**src/rtl/core/jamv_pkg.sv**
```systemverilog
// Shared types and constants of the joystick axis-mode velocity block.
package jamv_pkg;

  localparam int unsigned CfgIdxW  = 3;
  localparam int unsigned CfgDataW = 16;
  localparam int unsigned MulAW    = 32;
  localparam int unsigned MulBW    = 17;
  localparam int unsigned ProdW    = MulAW + MulBW;

  typedef enum logic [CfgIdxW-1:0] {
    CFG_DEADZONE    = 3'd0,
    CFG_ALPHA       = 3'd1,
    CFG_MAX_VEL_PAN = 3'd2,
    CFG_MAX_VEL_TLT = 3'd3,
    CFG_MAX_VEL_ROL = 3'd4,
    CFG_VEL_SCALE   = 3'd5
  } cfg_idx_e;

  typedef enum logic [2:0] {
    ST_IDLE,
    ST_FILT_MUL,
    ST_FILT_UPD,
    ST_VEL_MUL,
    ST_SCALE_MUL,
    ST_ROUND
  } state_e;

  localparam logic [2:0] MODE_PAN  = 3'd0;
  localparam logic [2:0] MODE_TILT = 3'd1;
  localparam logic [2:0] MODE_ROLL = 3'd2;
  localparam logic [2:0] MODE_AUTO = 3'd3;
  localparam logic [2:0] MODE_OFF  = 3'd4;

  localparam logic [14:0] DeadzoneRst = 15'd1638;
  localparam logic [15:0] AlphaRst    = 16'd6554;
  localparam logic [14:0] MaxVelRst   = 15'd256;
  localparam logic [15:0] ScaleRst    = 16'd256;

endpackage

```
**src/rtl/core/jamv_if.sv**
```systemverilog
// Handshake channel interfaces for input items, result items and register writes.
interface jamv_in_if;
  logic               valid;
  logic               ready;
  logic signed [15:0] joystick_y;
  logic               button_level;
  logic signed [15:0] auto_pan;
  logic signed [15:0] auto_tilt;
  logic signed [15:0] auto_roll;

  modport source (output valid, joystick_y, button_level, auto_pan, auto_tilt, auto_roll,
                  input ready);
  modport sink (input valid, joystick_y, button_level, auto_pan, auto_tilt, auto_roll,
                output ready);
endinterface

interface jamv_out_if;
  logic               valid;
  logic               ready;
  logic signed [15:0] pan_velocity;
  logic signed [15:0] tilt_velocity;
  logic signed [15:0] roll_velocity;
  logic        [2:0]  current_mode;
  logic               command_valid;

  modport source (output valid, pan_velocity, tilt_velocity, roll_velocity, current_mode,
                  command_valid, input ready);
  modport sink (input valid, pan_velocity, tilt_velocity, roll_velocity, current_mode,
                command_valid, output ready);
endinterface

interface jamv_cfg_if;
  logic                          valid;
  logic                          ready;
  logic [jamv_pkg::CfgIdxW-1:0]  index;
  logic [jamv_pkg::CfgDataW-1:0] data;

  modport source (output valid, index, data, input ready);
  modport sink (input valid, index, data, output ready);
endinterface

```
**src/rtl/core/joystick_axis_mode_velocity_core.sv**
```systemverilog
// Top level of the joystick axis-mode velocity block.
//
// The input channel takes one joystick packet per item: Y deflection, button
// level and three automatic-mode velocities. The result channel returns one
// item per packet with three axis velocities, the current mode and a command
// flag. The configuration channel writes one of six registers per item and is
// always ready; the user must write it only while the block is idle, and the
// block itself does not enforce this. A packet runs through a sequencer that
// uses one multiplier three times: filter weight, axis velocity and overall
// scale. The result is loaded into the output register from the final
// rounding step, and no new packet is taken until the last one has left it.
// The output register decouples the two sides: when the receiver stalls, the
// block still accepts the next packet and holds it in the final rounding
// step until the output register frees.
// Reset clears the mode to pan, the previous button to pressed, the filter
// state to zero and loads the register defaults.
module joystick_axis_mode_velocity_core (
  input  logic        clk_i,
  input  logic        rst_ni,
  jamv_in_if.sink     in_i,
  jamv_out_if.source  out_o,
  jamv_cfg_if.sink    cfg_i
);

  jamv_pkg::state_e state_q, state_d;

  logic [14:0] deadzone_q;
  logic [15:0] alpha_q;
  logic [14:0] mv_pan_q, mv_tilt_q, mv_roll_q;
  logic [15:0] scale_q;

  logic [2:0]         mode_q;
  logic               prev_btn_q;
  logic signed [15:0] smooth_q;
  logic signed [16:0] diff_q;
  logic signed [15:0] auto_pan_q, auto_tilt_q, auto_roll_q;

  logic               out_valid_q;
  logic signed [15:0] out_pan_q, out_tilt_q, out_roll_q;
  logic [2:0]         out_mode_q;
  logic               out_cmd_q;
  logic signed [15:0] out_pan_d, out_tilt_d, out_roll_d;
  logic               out_cmd_d;

  logic                                in_acc;
  logic                                mul_en;
  logic signed [jamv_pkg::MulAW-1:0]   mul_a;
  logic signed [jamv_pkg::MulBW-1:0]   mul_b;
  logic signed [jamv_pkg::ProdW-1:0]   prod;
  logic                                out_load;
  logic [14:0]                         mv_sel;

  logic [2:0]         mode_next;
  logic [15:0]        y_mag;
  logic signed [15:0] sample;

  logic [33:0]        f_mag;
  logic [33:0]        f_sum;
  logic signed [18:0] f_inc;
  logic signed [19:0] f_acc;
  logic signed [15:0] smooth_new;

  logic [46:0]        q_mag;
  logic [46:0]        q_sum;
  logic [23:0]        q_rnd;
  logic signed [15:0] vel;

  jamv_pkg::cfg_idx_e cfg_idx;

  assign cfg_i.ready = 1'b1;
  assign cfg_idx     = jamv_pkg::cfg_idx_e'(cfg_i.index);

  always_ff @(posedge clk_i or negedge rst_ni) begin
    if (!rst_ni) begin
      deadzone_q <= jamv_pkg::DeadzoneRst;
      alpha_q    <= jamv_pkg::AlphaRst;
      mv_pan_q   <= jamv_pkg::MaxVelRst;
      mv_tilt_q  <= jamv_pkg::MaxVelRst;
      mv_roll_q  <= jamv_pkg::MaxVelRst;
      scale_q    <= jamv_pkg::ScaleRst;
    end else if (cfg_i.valid) begin
      unique case (cfg_idx)
        jamv_pkg::CFG_DEADZONE:    deadzone_q <= cfg_i.data[14:0];
        jamv_pkg::CFG_ALPHA:       alpha_q    <= cfg_i.data;
        jamv_pkg::CFG_MAX_VEL_PAN: mv_pan_q   <= cfg_i.data[14:0];
        jamv_pkg::CFG_MAX_VEL_TLT: mv_tilt_q  <= cfg_i.data[14:0];
        jamv_pkg::CFG_MAX_VEL_ROL: mv_roll_q  <= cfg_i.data[14:0];
        jamv_pkg::CFG_VEL_SCALE:   scale_q    <= cfg_i.data;
        default: ;
      endcase
    end
  end

  assign in_acc = in_i.valid && in_i.ready;

  // Mode advance on a button rising edge, then the deadzone on the sample.
  always_comb begin
    mode_next = mode_q;
    if (in_i.button_level && !prev_btn_q) begin
      mode_next = (mode_q >= jamv_pkg::MODE_OFF) ? jamv_pkg::MODE_PAN : mode_q + 3'd1;
    end
    y_mag  = in_i.joystick_y[15] ? 16'(-in_i.joystick_y) : 16'(in_i.joystick_y);
    sample = (y_mag < {1'b0, deadzone_q}) ? 16'sd0 : in_i.joystick_y;
  end

  always_comb begin
    state_d = state_q;
    unique case (state_q)
      jamv_pkg::ST_IDLE:      if (in_acc) state_d = jamv_pkg::ST_FILT_MUL;
      jamv_pkg::ST_FILT_MUL:  state_d = jamv_pkg::ST_FILT_UPD;
      jamv_pkg::ST_FILT_UPD:  state_d = jamv_pkg::ST_VEL_MUL;
      jamv_pkg::ST_VEL_MUL:   state_d = jamv_pkg::ST_SCALE_MUL;
      jamv_pkg::ST_SCALE_MUL: state_d = jamv_pkg::ST_ROUND;
      jamv_pkg::ST_ROUND:     if (out_load) state_d = jamv_pkg::ST_IDLE;
      default:                state_d = jamv_pkg::ST_IDLE;
    endcase
  end

  always_comb begin
    unique case (mode_q)
      jamv_pkg::MODE_PAN:  mv_sel = mv_pan_q;
      jamv_pkg::MODE_TILT: mv_sel = mv_tilt_q;
      default:             mv_sel = mv_roll_q;
    endcase
  end

  always_comb begin
    in_i.ready = 1'b0;
    mul_en     = 1'b0;
    mul_a      = '0;
    mul_b      = '0;
    out_load   = 1'b0;
    unique case (state_q)
      jamv_pkg::ST_IDLE: in_i.ready = 1'b1;
      jamv_pkg::ST_FILT_MUL: begin
        mul_en = 1'b1;
        mul_a  = jamv_pkg::MulAW'(diff_q);
        mul_b  = $signed({1'b0, alpha_q});
      end
      jamv_pkg::ST_VEL_MUL: begin
        mul_en = 1'b1;
        mul_a  = jamv_pkg::MulAW'(smooth_q);
        mul_b  = $signed({2'b00, mv_sel});
      end
      jamv_pkg::ST_SCALE_MUL: begin
        mul_en = 1'b1;
        mul_a  = prod[jamv_pkg::MulAW-1:0];
        mul_b  = $signed({1'b0, scale_q});
      end
      jamv_pkg::ST_ROUND: out_load = !out_valid_q || out_o.ready;
      default: ;
    endcase
  end

  jamv_mul u_mul (
    .clk_i  (clk_i),
    .en_i   (mul_en),
    .a_i    (mul_a),
    .b_i    (mul_b),
    .prod_o (prod)
  );

  // Filter increment: product over 2^16, rounded half away from zero.
  always_comb begin
    f_mag = prod[33] ? 34'(-prod[33:0]) : prod[33:0];
    f_sum = f_mag + 34'd32768;
    f_inc = prod[33] ? -$signed({1'b0, f_sum[33:16]}) : $signed({1'b0, f_sum[33:16]});
    f_acc = 20'(smooth_q) + 20'(f_inc);
    if (f_acc > 20'sd32767) begin
      smooth_new = 16'sh7fff;
    end else if (f_acc < -20'sd32768) begin
      smooth_new = -16'sd32768;
    end else begin
      smooth_new = f_acc[15:0];
    end
  end

  // Velocity: product over 2^23, rounded half away from zero, saturated.
  always_comb begin
    q_mag = prod[46] ? 47'(-prod[46:0]) : prod[46:0];
    q_sum = q_mag + 47'd4194304;
    q_rnd = q_sum[46:23];
    if (!prod[46]) begin
      vel = (q_rnd > 24'd32767) ? 16'sh7fff : $signed(q_rnd[15:0]);
    end else begin
      vel = (q_rnd > 24'd32768) ? -16'sd32768 : $signed(16'(-q_rnd[15:0]));
    end
  end

  always_comb begin
    out_pan_d  = '0;
    out_tilt_d = '0;
    out_roll_d = '0;
    out_cmd_d  = 1'b1;
    case (mode_q)
      jamv_pkg::MODE_PAN:  out_pan_d  = vel;
      jamv_pkg::MODE_TILT: out_tilt_d = vel;
      jamv_pkg::MODE_ROLL: out_roll_d = vel;
      jamv_pkg::MODE_AUTO: begin
        out_pan_d  = auto_pan_q;
        out_tilt_d = auto_tilt_q;
        out_roll_d = auto_roll_q;
      end
      default: out_cmd_d = 1'b0;
    endcase
  end

  always_ff @(posedge clk_i or negedge rst_ni) begin
    if (!rst_ni) begin
      state_q     <= jamv_pkg::ST_IDLE;
      mode_q      <= jamv_pkg::MODE_PAN;
      prev_btn_q  <= 1'b1;
      smooth_q    <= '0;
      out_valid_q <= 1'b0;
    end else begin
      state_q <= state_d;
      if (in_acc) begin
        mode_q     <= mode_next;
        prev_btn_q <= in_i.button_level;
      end
      if (state_q == jamv_pkg::ST_FILT_UPD) begin
        smooth_q <= smooth_new;
      end
      if (out_load) begin
        out_valid_q <= 1'b1;
      end else if (out_o.ready) begin
        out_valid_q <= 1'b0;
      end
    end
  end

  always_ff @(posedge clk_i) begin
    if (in_acc) begin
      diff_q      <= 17'(sample) - 17'(smooth_q);
      auto_pan_q  <= in_i.auto_pan;
      auto_tilt_q <= in_i.auto_tilt;
      auto_roll_q <= in_i.auto_roll;
    end
    if (out_load) begin
      out_mode_q <= mode_q;
      out_pan_q  <= out_pan_d;
      out_tilt_q <= out_tilt_d;
      out_roll_q <= out_roll_d;
      out_cmd_q  <= out_cmd_d;
    end
  end

  assign out_o.valid         = out_valid_q;
  assign out_o.pan_velocity  = out_pan_q;
  assign out_o.tilt_velocity = out_tilt_q;
  assign out_o.roll_velocity = out_roll_q;
  assign out_o.current_mode  = out_mode_q;
  assign out_o.command_valid = out_cmd_q;

endmodule

```
**src/rtl/core/jamv_mul.sv**
```systemverilog
// Shared signed multiplier with a registered product.
module jamv_mul (
  input  logic                               clk_i,
  input  logic                               en_i,
  input  logic signed [jamv_pkg::MulAW-1:0]  a_i,
  input  logic signed [jamv_pkg::MulBW-1:0]  b_i,
  output logic signed [jamv_pkg::ProdW-1:0]  prod_o
);

  logic signed [jamv_pkg::ProdW-1:0] prod_q;

  always_ff @(posedge clk_i) begin
    if (en_i) begin
      prod_q <= a_i * b_i;
    end
  end

  assign prod_o = prod_q;

endmodule

```
**src/flat_wrapper.sv**
```systemverilog
// flat-port wrapper written by rule: the top's interface ports become plain ports
module joystick_axis_mode_velocity_core_flat 
  (clk_i, rst_ni, in_i_valid, in_i_joystick_y, in_i_button_level, in_i_auto_pan, in_i_auto_tilt, in_i_auto_roll, in_i_ready, out_o_valid, out_o_pan_velocity, out_o_tilt_velocity, out_o_roll_velocity, out_o_current_mode, out_o_command_valid, out_o_ready, cfg_i_valid, cfg_i_index, cfg_i_data, cfg_i_ready);
  jamv_in_if in_i_i ();
  jamv_out_if out_o_i ();
  jamv_cfg_if cfg_i_i ();
  input  logic clk_i;
  input  logic rst_ni;
  input wire logic [$bits(in_i_i.valid)-1:0] in_i_valid;
  input wire logic [$bits(in_i_i.joystick_y)-1:0] in_i_joystick_y;
  input wire logic [$bits(in_i_i.button_level)-1:0] in_i_button_level;
  input wire logic [$bits(in_i_i.auto_pan)-1:0] in_i_auto_pan;
  input wire logic [$bits(in_i_i.auto_tilt)-1:0] in_i_auto_tilt;
  input wire logic [$bits(in_i_i.auto_roll)-1:0] in_i_auto_roll;
  output wire logic [$bits(in_i_i.ready)-1:0] in_i_ready;
  output wire logic [$bits(out_o_i.valid)-1:0] out_o_valid;
  output wire logic [$bits(out_o_i.pan_velocity)-1:0] out_o_pan_velocity;
  output wire logic [$bits(out_o_i.tilt_velocity)-1:0] out_o_tilt_velocity;
  output wire logic [$bits(out_o_i.roll_velocity)-1:0] out_o_roll_velocity;
  output wire logic [$bits(out_o_i.current_mode)-1:0] out_o_current_mode;
  output wire logic [$bits(out_o_i.command_valid)-1:0] out_o_command_valid;
  input wire logic [$bits(out_o_i.ready)-1:0] out_o_ready;
  input wire logic [$bits(cfg_i_i.valid)-1:0] cfg_i_valid;
  input wire logic [$bits(cfg_i_i.index)-1:0] cfg_i_index;
  input wire logic [$bits(cfg_i_i.data)-1:0] cfg_i_data;
  output wire logic [$bits(cfg_i_i.ready)-1:0] cfg_i_ready;
  assign in_i_i.valid = in_i_valid;
  assign in_i_i.joystick_y = in_i_joystick_y;
  assign in_i_i.button_level = in_i_button_level;
  assign in_i_i.auto_pan = in_i_auto_pan;
  assign in_i_i.auto_tilt = in_i_auto_tilt;
  assign in_i_i.auto_roll = in_i_auto_roll;
  assign in_i_ready = in_i_i.ready;
  assign out_o_valid = out_o_i.valid;
  assign out_o_pan_velocity = out_o_i.pan_velocity;
  assign out_o_tilt_velocity = out_o_i.tilt_velocity;
  assign out_o_roll_velocity = out_o_i.roll_velocity;
  assign out_o_current_mode = out_o_i.current_mode;
  assign out_o_command_valid = out_o_i.command_valid;
  assign out_o_i.ready = out_o_ready;
  assign cfg_i_i.valid = cfg_i_valid;
  assign cfg_i_i.index = cfg_i_index;
  assign cfg_i_i.data = cfg_i_data;
  assign cfg_i_ready = cfg_i_i.ready;
  joystick_axis_mode_velocity_core u_core (.clk_i(clk_i), .rst_ni(rst_ni), .in_i(in_i_i), .out_o(out_o_i), .cfg_i(cfg_i_i));
endmodule
```
**config.mk**
```make
export PLATFORM = sky130hd
export DESIGN_NAME = joystick_axis_mode_velocity_core_flat
export DESIGN_NICKNAME = d
export VERILOG_FILES = /design/src/rtl/core/jamv_pkg.sv /design/src/rtl/core/jamv_if.sv /design/src/rtl/core/joystick_axis_mode_velocity_core.sv /design/src/rtl/core/jamv_mul.sv /design/src/flat_wrapper.sv
export SDC_FILE = /design/constraint.sdc
export NUM_CORES = 2
export LEC_CHECK = 0
export ABC_AREA = 1
export BUFFER_PORTS_ARGS = -buffer_cell sky130_fd_sc_hd__clkbuf_2
export CAP_MARGIN = 5
export CORE_ASPECT_RATIO = 0.9
export CORE_MARGIN = 8
export CORE_UTILIZATION = 60
export CTS_CLUSTER_DIAMETER = 120
export DETAILED_ROUTE_END_ITERATION = 7
export PLACE_DENSITY = 0.78
export SLEW_MARGIN = 15
export SYNTH_ARGS = -nofsm -noshare
export SYNTH_HDL_FRONTEND = slang
export SYNTH_SLANG_ARGS = --single-unit
```
**constraint.sdc**
```tcl
create_clock -name clk_i -period 8.9 [get_ports clk_i]
set_clock_uncertainty 0.15 [all_clocks]
set_input_delay 0.445 -clock clk_i [delete_from_list [all_inputs] [get_ports clk_i]]
set_output_delay 0.445 -clock clk_i [all_outputs]
set_load 0.005 [all_outputs]
```
After elaboration in Yosys (flattened, before gate mapping). Index checks and enable logic that the tools add are counted. W data, S select, Z words.

Register bits after elaboration: 280. Input port bits: 89. Output and inout port bits: 55. Word-level logic and storage cells: 98.

Add/subtract/negate cells: 10. $mul: 1. Magnitude comparators: 6. Eq/ne operators: 15. Multiplexer cells: 26. Reductions and logical operators: 19.

Operators with widths (count): $mux W16 (7); $pmux W16 S2 (3); $pmux W32 S3 (1); $pmux W16 S3 (1); $add A47 B23 Y47 const B (1); $mul A32 B17 Y47 (1); $mux W47 (1); $neg A47 Y47 (1); $add A34 B16 Y34 const B (1); $mux W34 (1); $neg A34 Y34 (1); $neg A16 Y16 (2); $pmux W15 S2 (1); $gt A24 B15 Y1 const B (1); $gt A24 B16 Y1 const B (1); $add A16 B19 Y20 (1); $gt A20 B16 Y1 const B (1); $lt A20 B16 Y1 const B (1); $mux W19 (1); $neg A18 Y19 (1); $eq A3 B2 Y1 const B (6); $pmux W3 S6 (1); $sub A16 B16 Y17 (1); $lt A16 B15 Y1 (1); 15 further kinds (39).

Longest topological paths before layout.
Depth after elaboration: 9. Mapped depth: 40. Mapped depth without buffers: 39.

Hierarchy. From an unflattened synthesis, not the netlist that was laid out.

Cell total of the unflattened synthesis: 5035. Area, all modules: 38260.4 µm².

Modules (own cells, without submodules): jamv_mul (times used 1, cells each 2942, area each 22337.7 µm², seq. area each 1471.4 µm²); joystick_axis_mode_velocity_core (times used 1, cells each 2093, area each 15922.8 µm², seq. area each 6438.7 µm²).

Worst setup path before layout. No wires, ideal clock.

Path kind: register to register. Start: reg u_core.mode_q[0]. End: reg u_core.u_mul.prod_q (netlist bit u_core.u_mul.prod_o[45]) (data pin). Library setup time: 259 ps. Arrival time: 7439 ps. Required time: 8491 ps. Setup slack: 1052 ps. Cell stages (with the launch flop): 37. Buffers on the path: 3. Clock period less this slack: 7848 ps. Cell sequence: dfrtp_1 inv_1 ha_1 nand2_1 clkinv_1 nor2_1 clkbuf_1 nand2_1 nand3_1 nand2_1 nand2_1 clkbuf_1 clkbuf_1 nand2_1 fa_1 inv_1 fa_1 fa_1 fa_1 fa_1 inv_1 fa_1 inv_1 ha_1 a21oi_1 o21ai_0 a21oi_1 nand2_1 a21oi_1 inv_1 a21oi_1 o21ai_0 a21oi_1 o21bai_1 nand2_1 nand3_1 xor2_1.

Longest elaborated chain between the ends: 4. Elaborated cells on any way between the ends: 5. Classes of those cells: mul (1); eq/ne (1); mux (2); reduce/logical (1).

Ends and longest elaborated chain: from (decl) (RTL line joystick_axis_mode_velocity_core.sv:32) `logic [2:0] mode_q;`; from (signal assigned) (RTL line joystick_axis_mode_velocity_core.sv:211) `mode_q <= jamv_pkg::MODE_PAN;`; from (signal assigned) (RTL line joystick_axis_mode_velocity_core.sv:218) `mode_q <= mode_next;`; $eq A3 B1 Y1 or $logic_not A3 Y1 (tied branches) (RTL line joystick_axis_mode_velocity_core.sv:120) `unique case (mode_q)`; $pmux W15 S2 (*) (RTL line joystick_axis_mode_velocity_core.sv:120); $pmux W16 S3 (*) (RTL line joystick_axis_mode_velocity_core.sv:133) `unique case (state_q)`; $mul A32 B17 Y47 (*) (RTL line jamv_mul.sv:14) `prod_q <= a_i * b_i;`; to (signal assigned) (RTL line jamv_mul.sv:14); to (decl) (RTL line jamv_mul.sv:10) `logic signed [jamv_pkg::ProdW-1:0] prod_q;`.

Mark *: on every way between the ends. The rest lies on a longest branch, timed or not. A chain may end at the register's enable or synchronous reset.

Worst setup path after layout.
Start: reg u_core.state_q[2]. End: reg u_core.u_mul.prod_q (netlist bit u_core.u_mul.prod_o[45]) (data pin).

Longest elaborated chain between the ends: 3. Elaborated cells on any way between the ends: 6. Classes of those cells: mul (1); eq/ne (3); mux (2).

Ends and longest elaborated chain: from (decl) (RTL line joystick_axis_mode_velocity_core.sv:25) `jamv_pkg::state_e state_q, state_d;`; from (signal assigned) (RTL line joystick_axis_mode_velocity_core.sv:210) `state_q <= jamv_pkg::ST_IDLE;`; from (signal assigned) (RTL line joystick_axis_mode_velocity_core.sv:216) `state_q <= state_d;`; $eq A3 B3 Y1 (tied with other cells) (RTL line joystick_axis_mode_velocity_core.sv:133); $pmux W32 S3 or $pmux W16 S3 (tied branches) (RTL line joystick_axis_mode_velocity_core.sv:133); $mul A32 B17 Y47 (*) (RTL line jamv_mul.sv:14).

Marked as above.

==> results.toml <==
[final_layout]
final_common_cell = "nand2_1"
nets = 5212
layout-drive-gt1-share_pct = 9.48
area_delta_synth_final_pct = 9.37
mostFrequentLayoutCells = "nand2_1, inv_1, fa_1, nor2_1, o21ai_0"
multiInputGateArea_mm2 = 0.0229
postLayoutCellArea_mm2 = 0.0380
fillers = 4737
regArea_mm2 = 0.00785

[sta]
setup_viol = 0
slew_headroom_pct = 30.0
drv_slew = 0
fin_ws_ps = 445
hold_violations = 0
fmax_mhz = 118
period_share_pct = 95.0
final.min_clock_period_ps = 8450
fin_setup_tns_ps = 0
timing_worst_slew_pin_value_ps = 1050
rsz0062_at_grt = "no"

[yosys]
synth_nets = 5054
yosysSeqAreaShare_pct = 22.6
synth_edf_count = 164
synthFlopType = "edfxtp_1"
synth_cell_types = 63
synth_warnings = 0
synthCells = 4314
synth_area_mm2 = 0.0347
synth-seq-cells = 280
synthArstFlopShare_pct = 41.4
avgSynthCellArea_um2 = 8.05

[global_route]
grt.met1_usage_pct = 38.8
grt-busiest-layer = "met2"
grt_util_met3_pct = 5.33
use_met2_pct = 47.5
grt_pass1_vias = 29554
grt_start_max_net_pins = 79
track_usage_pct = 28.9
grt_antenna_before_repair = 3
grt-ovfl-total = 0
grt_pass1_wl_mm = 155

[placed_design]
place_ws_ps = 227
post_dp_cell_area_mm2 = 0.0363
dpl.hpwl_mm = 74.9
port_buffers = 142
gp_congestion = 0.955

[die]
start_util_pct = 60.8
die_w_um = 270
dieHeight_um = 244
die-area_mm2 = 0.0658
coreArea_mm2 = 0.0571
rows = 83
ios = 144

[setup_path]
timing.rr.end = "u_core.u_mul.prod_o[45]"
startpoint_type = "flip-flop"
reg2reg_from = "u_core.state_q[2]"
worstPathRequired_ps = 9050
path_common_cell = "inv_1"
r2r_cells = 31
critPathMaxStageDelay_ps = 740
r2r_setup_slack_ps = 450
cp.arrival_ps = 8600
critPathLaunch = "u_core.state_q[2]"
cp-end-kind = "flip-flop"
slowest_stage = "a21oi_1"
crit_type = "reg -> reg"
critPathMaxFanout = 11

[clock_network]
cts_buffers = 29
h-tree-depth = 1
clkLatencyLatePin_ps = 560
cts_root_buf = "clkbuf_16"
cts_tree = "done"
clkTransAtPathRegs_ps = 60
clock_sinks = 280
ctsLongestPathBuffers = 3

[min_path]
min_path_type = "in -> reg"
hold_depth = 3
min_from = "cfg_i_data[15]"
min_to = "u_core.scale_q[15]"

[drt]
drc = 0
viasPerCell = 5.50
antenna_left = 0
routed_wl_mm = 95.1
drtPass1Iterations = 6
drt_iter0_drc = 2706
wire_per_inst_um = 18.1
vias = 28919

[run_status]
outcome = "finished, final reports clean"

[job]
cap_violations = 0
-- per-stage QoR --
| stage | cells | hold slack [ps] | utilization, % |
|---|---|---|---|
| final | 5261 | 22.1 | 66.5 |
| after global routing | 5261 | 38.9 | 66.5 |
| after CTS | 5250 | 6.20 | 66.3 |
| after detailed placement | 5147 | 290 | 63.6 |
| after global placement | 5147 | 280 | 63.6 |
| after floorplan | 4314 | -0.591 | - |
-- sequential cells by signal, indices dropped and copies added, names as in the netlist --
register	count
u_core.out_o.tilt_velocity	16
u_core.mode_q	3
u_core.alpha_q	16
u_core.u_mul.prod_o	47
u_core.deadzone_q	15
u_core.mv_tilt_q	15
u_core.out_o.roll_velocity	16
u_core.scale_q	16
u_core.prev_btn_q	1
u_core.out_o.valid	1
u_core.out_o.command_valid	1
u_core.diff_q	17
u_core.auto_tilt_q	16
u_core.out_o.current_mode	3
u_core.state_q	3
u_core.mv_roll_q	15
u_core.smooth_q	16
u_core.auto_pan_q	16
u_core.out_o.pan_velocity	16
u_core.mv_pan_q	15
u_core.auto_roll_q	16
-- timing repair --
action,CTS,global route
hold buffers,51,0
endpoints found under the setup margin,0,12
hold endpoints to repair,79,0
buffers inserted,0,8
resized for setup,0,11
-- logic make-up (layout without fill, tap and decap cells) --
| group | count (synthesis) | in the layout | synth area share (%) |
|---|---|---|---|
| and+or+nand+nor | 1758 | 1758 | 21.3 |
| DFF | 280 | 280 | 22.6 |
| buffers and inverters | 1051 | 1230 | 11.5 |
| adders and majority gates | 651 | 651 | 33.8 |
| other | 1 | 4 | 0.0108 |
| AOI/OAI and AO/OA | 434 | 434 | 7.22 |
| xor gates and xnor gates | 139 | 139 | 3.55 |
-- routing by layer --
metal  up-vias  share of wire (%)
li1      13431                  -
met1     13963                 41
met2      1315                 46
met3       210                9.6
met4         0                3.5
met5         -                  0
-- cell usage after synthesis, drive strengths merged, types with 2 or more instances --
| library cell | number | share of area (%) |
|---|---|---|
| nand2 | 1039 | 12 |
| inv | 903 | 9.8 |
| nor2 | 492 | 5.8 |
| fa | 479 | 28 |
| o21ai | 197 | 2.9 |
| ha | 172 | 6.2 |
| edfxtp | 164 | 14 |
| nand3 | 139 | 2.2 |
| a21oi | 133 | 2.1 |
| clkbuf | 107 | 1.2 |
| dfrtp | 98 | 7.1 |
| xor2 | 86 | 2.2 |
| xnor2 | 53 | 1.3 |
| nand4 | 47 | 0.89 |
| buf | 28 | 0.41 |
| a31oi | 19 | 0.34 |
| dfstp | 18 | 1.4 |
| nor3 | 18 | 0.32 |
| o21a | 16 | 0.35 |
| a22o | 14 | 0.35 |
| clkinv | 13 | 0.14 |
| a22oi | 10 | 0.22 |
| o21bai | 9 | 0.19 |
| nand3b | 8 | 0.21 |
| nor4 | 8 | 0.14 |
| a221oi | 7 | 0.18 |
| o211ai | 6 | 0.13 |
| a31o | 4 | 0.10 |
| or2 | 4 | 0.072 |
| a211oi | 3 | 0.065 |
| a21boi | 3 | 0.065 |
| a21o | 3 | 0.065 |
| o221ai | 3 | 0.076 |
| nor3b | 2 | 0.043 |
| o2111ai | 2 | 0.050 |
| o31ai | 2 | 0.043 |
-- worst max-delay path: cells and delay by family, from the launching register on --
family | cells | cell delay, ps
adders and majority gates | 7 | 3290
AOI/OAI and AO/OA | 10 | 2550
buffers and inverters | 7 | 1000
and+or+nand+nor | 6 | 630
DFF | 1 | 380
xor gates and xnor gates | 1 | 150
-- cell type report --
cell class,instances,share of cell area [%]
diodes,3,0.0198
flip-flops and latches,280,20.7
inverters,916,9.10
clock buffers,32,1.94
multi-input cells,2983,60.4
repair buffers,262,4.67
well taps,765,2.52
clock inverters,20,0.692
-- how the worst max path moves through the flow --
stage,to,slack (ps),cells after the start
after CTS,u_core.u_mul.prod_o[42],190,34
after global routing,u_core.u_mul.prod_o[35],5,37
after detailed placement,u_core.u_mul.prod_o[42],230,34
after global placement,u_core.u_mul.prod_o[42],430,34
after floorplan,u_core.u_mul.prod_o[45],1050,36
final,u_core.u_mul.prod_o[45],450,31
Power is not shown: default switching activity piles up to over one toggle a cycle in this logic, so the estimate is an artifact.
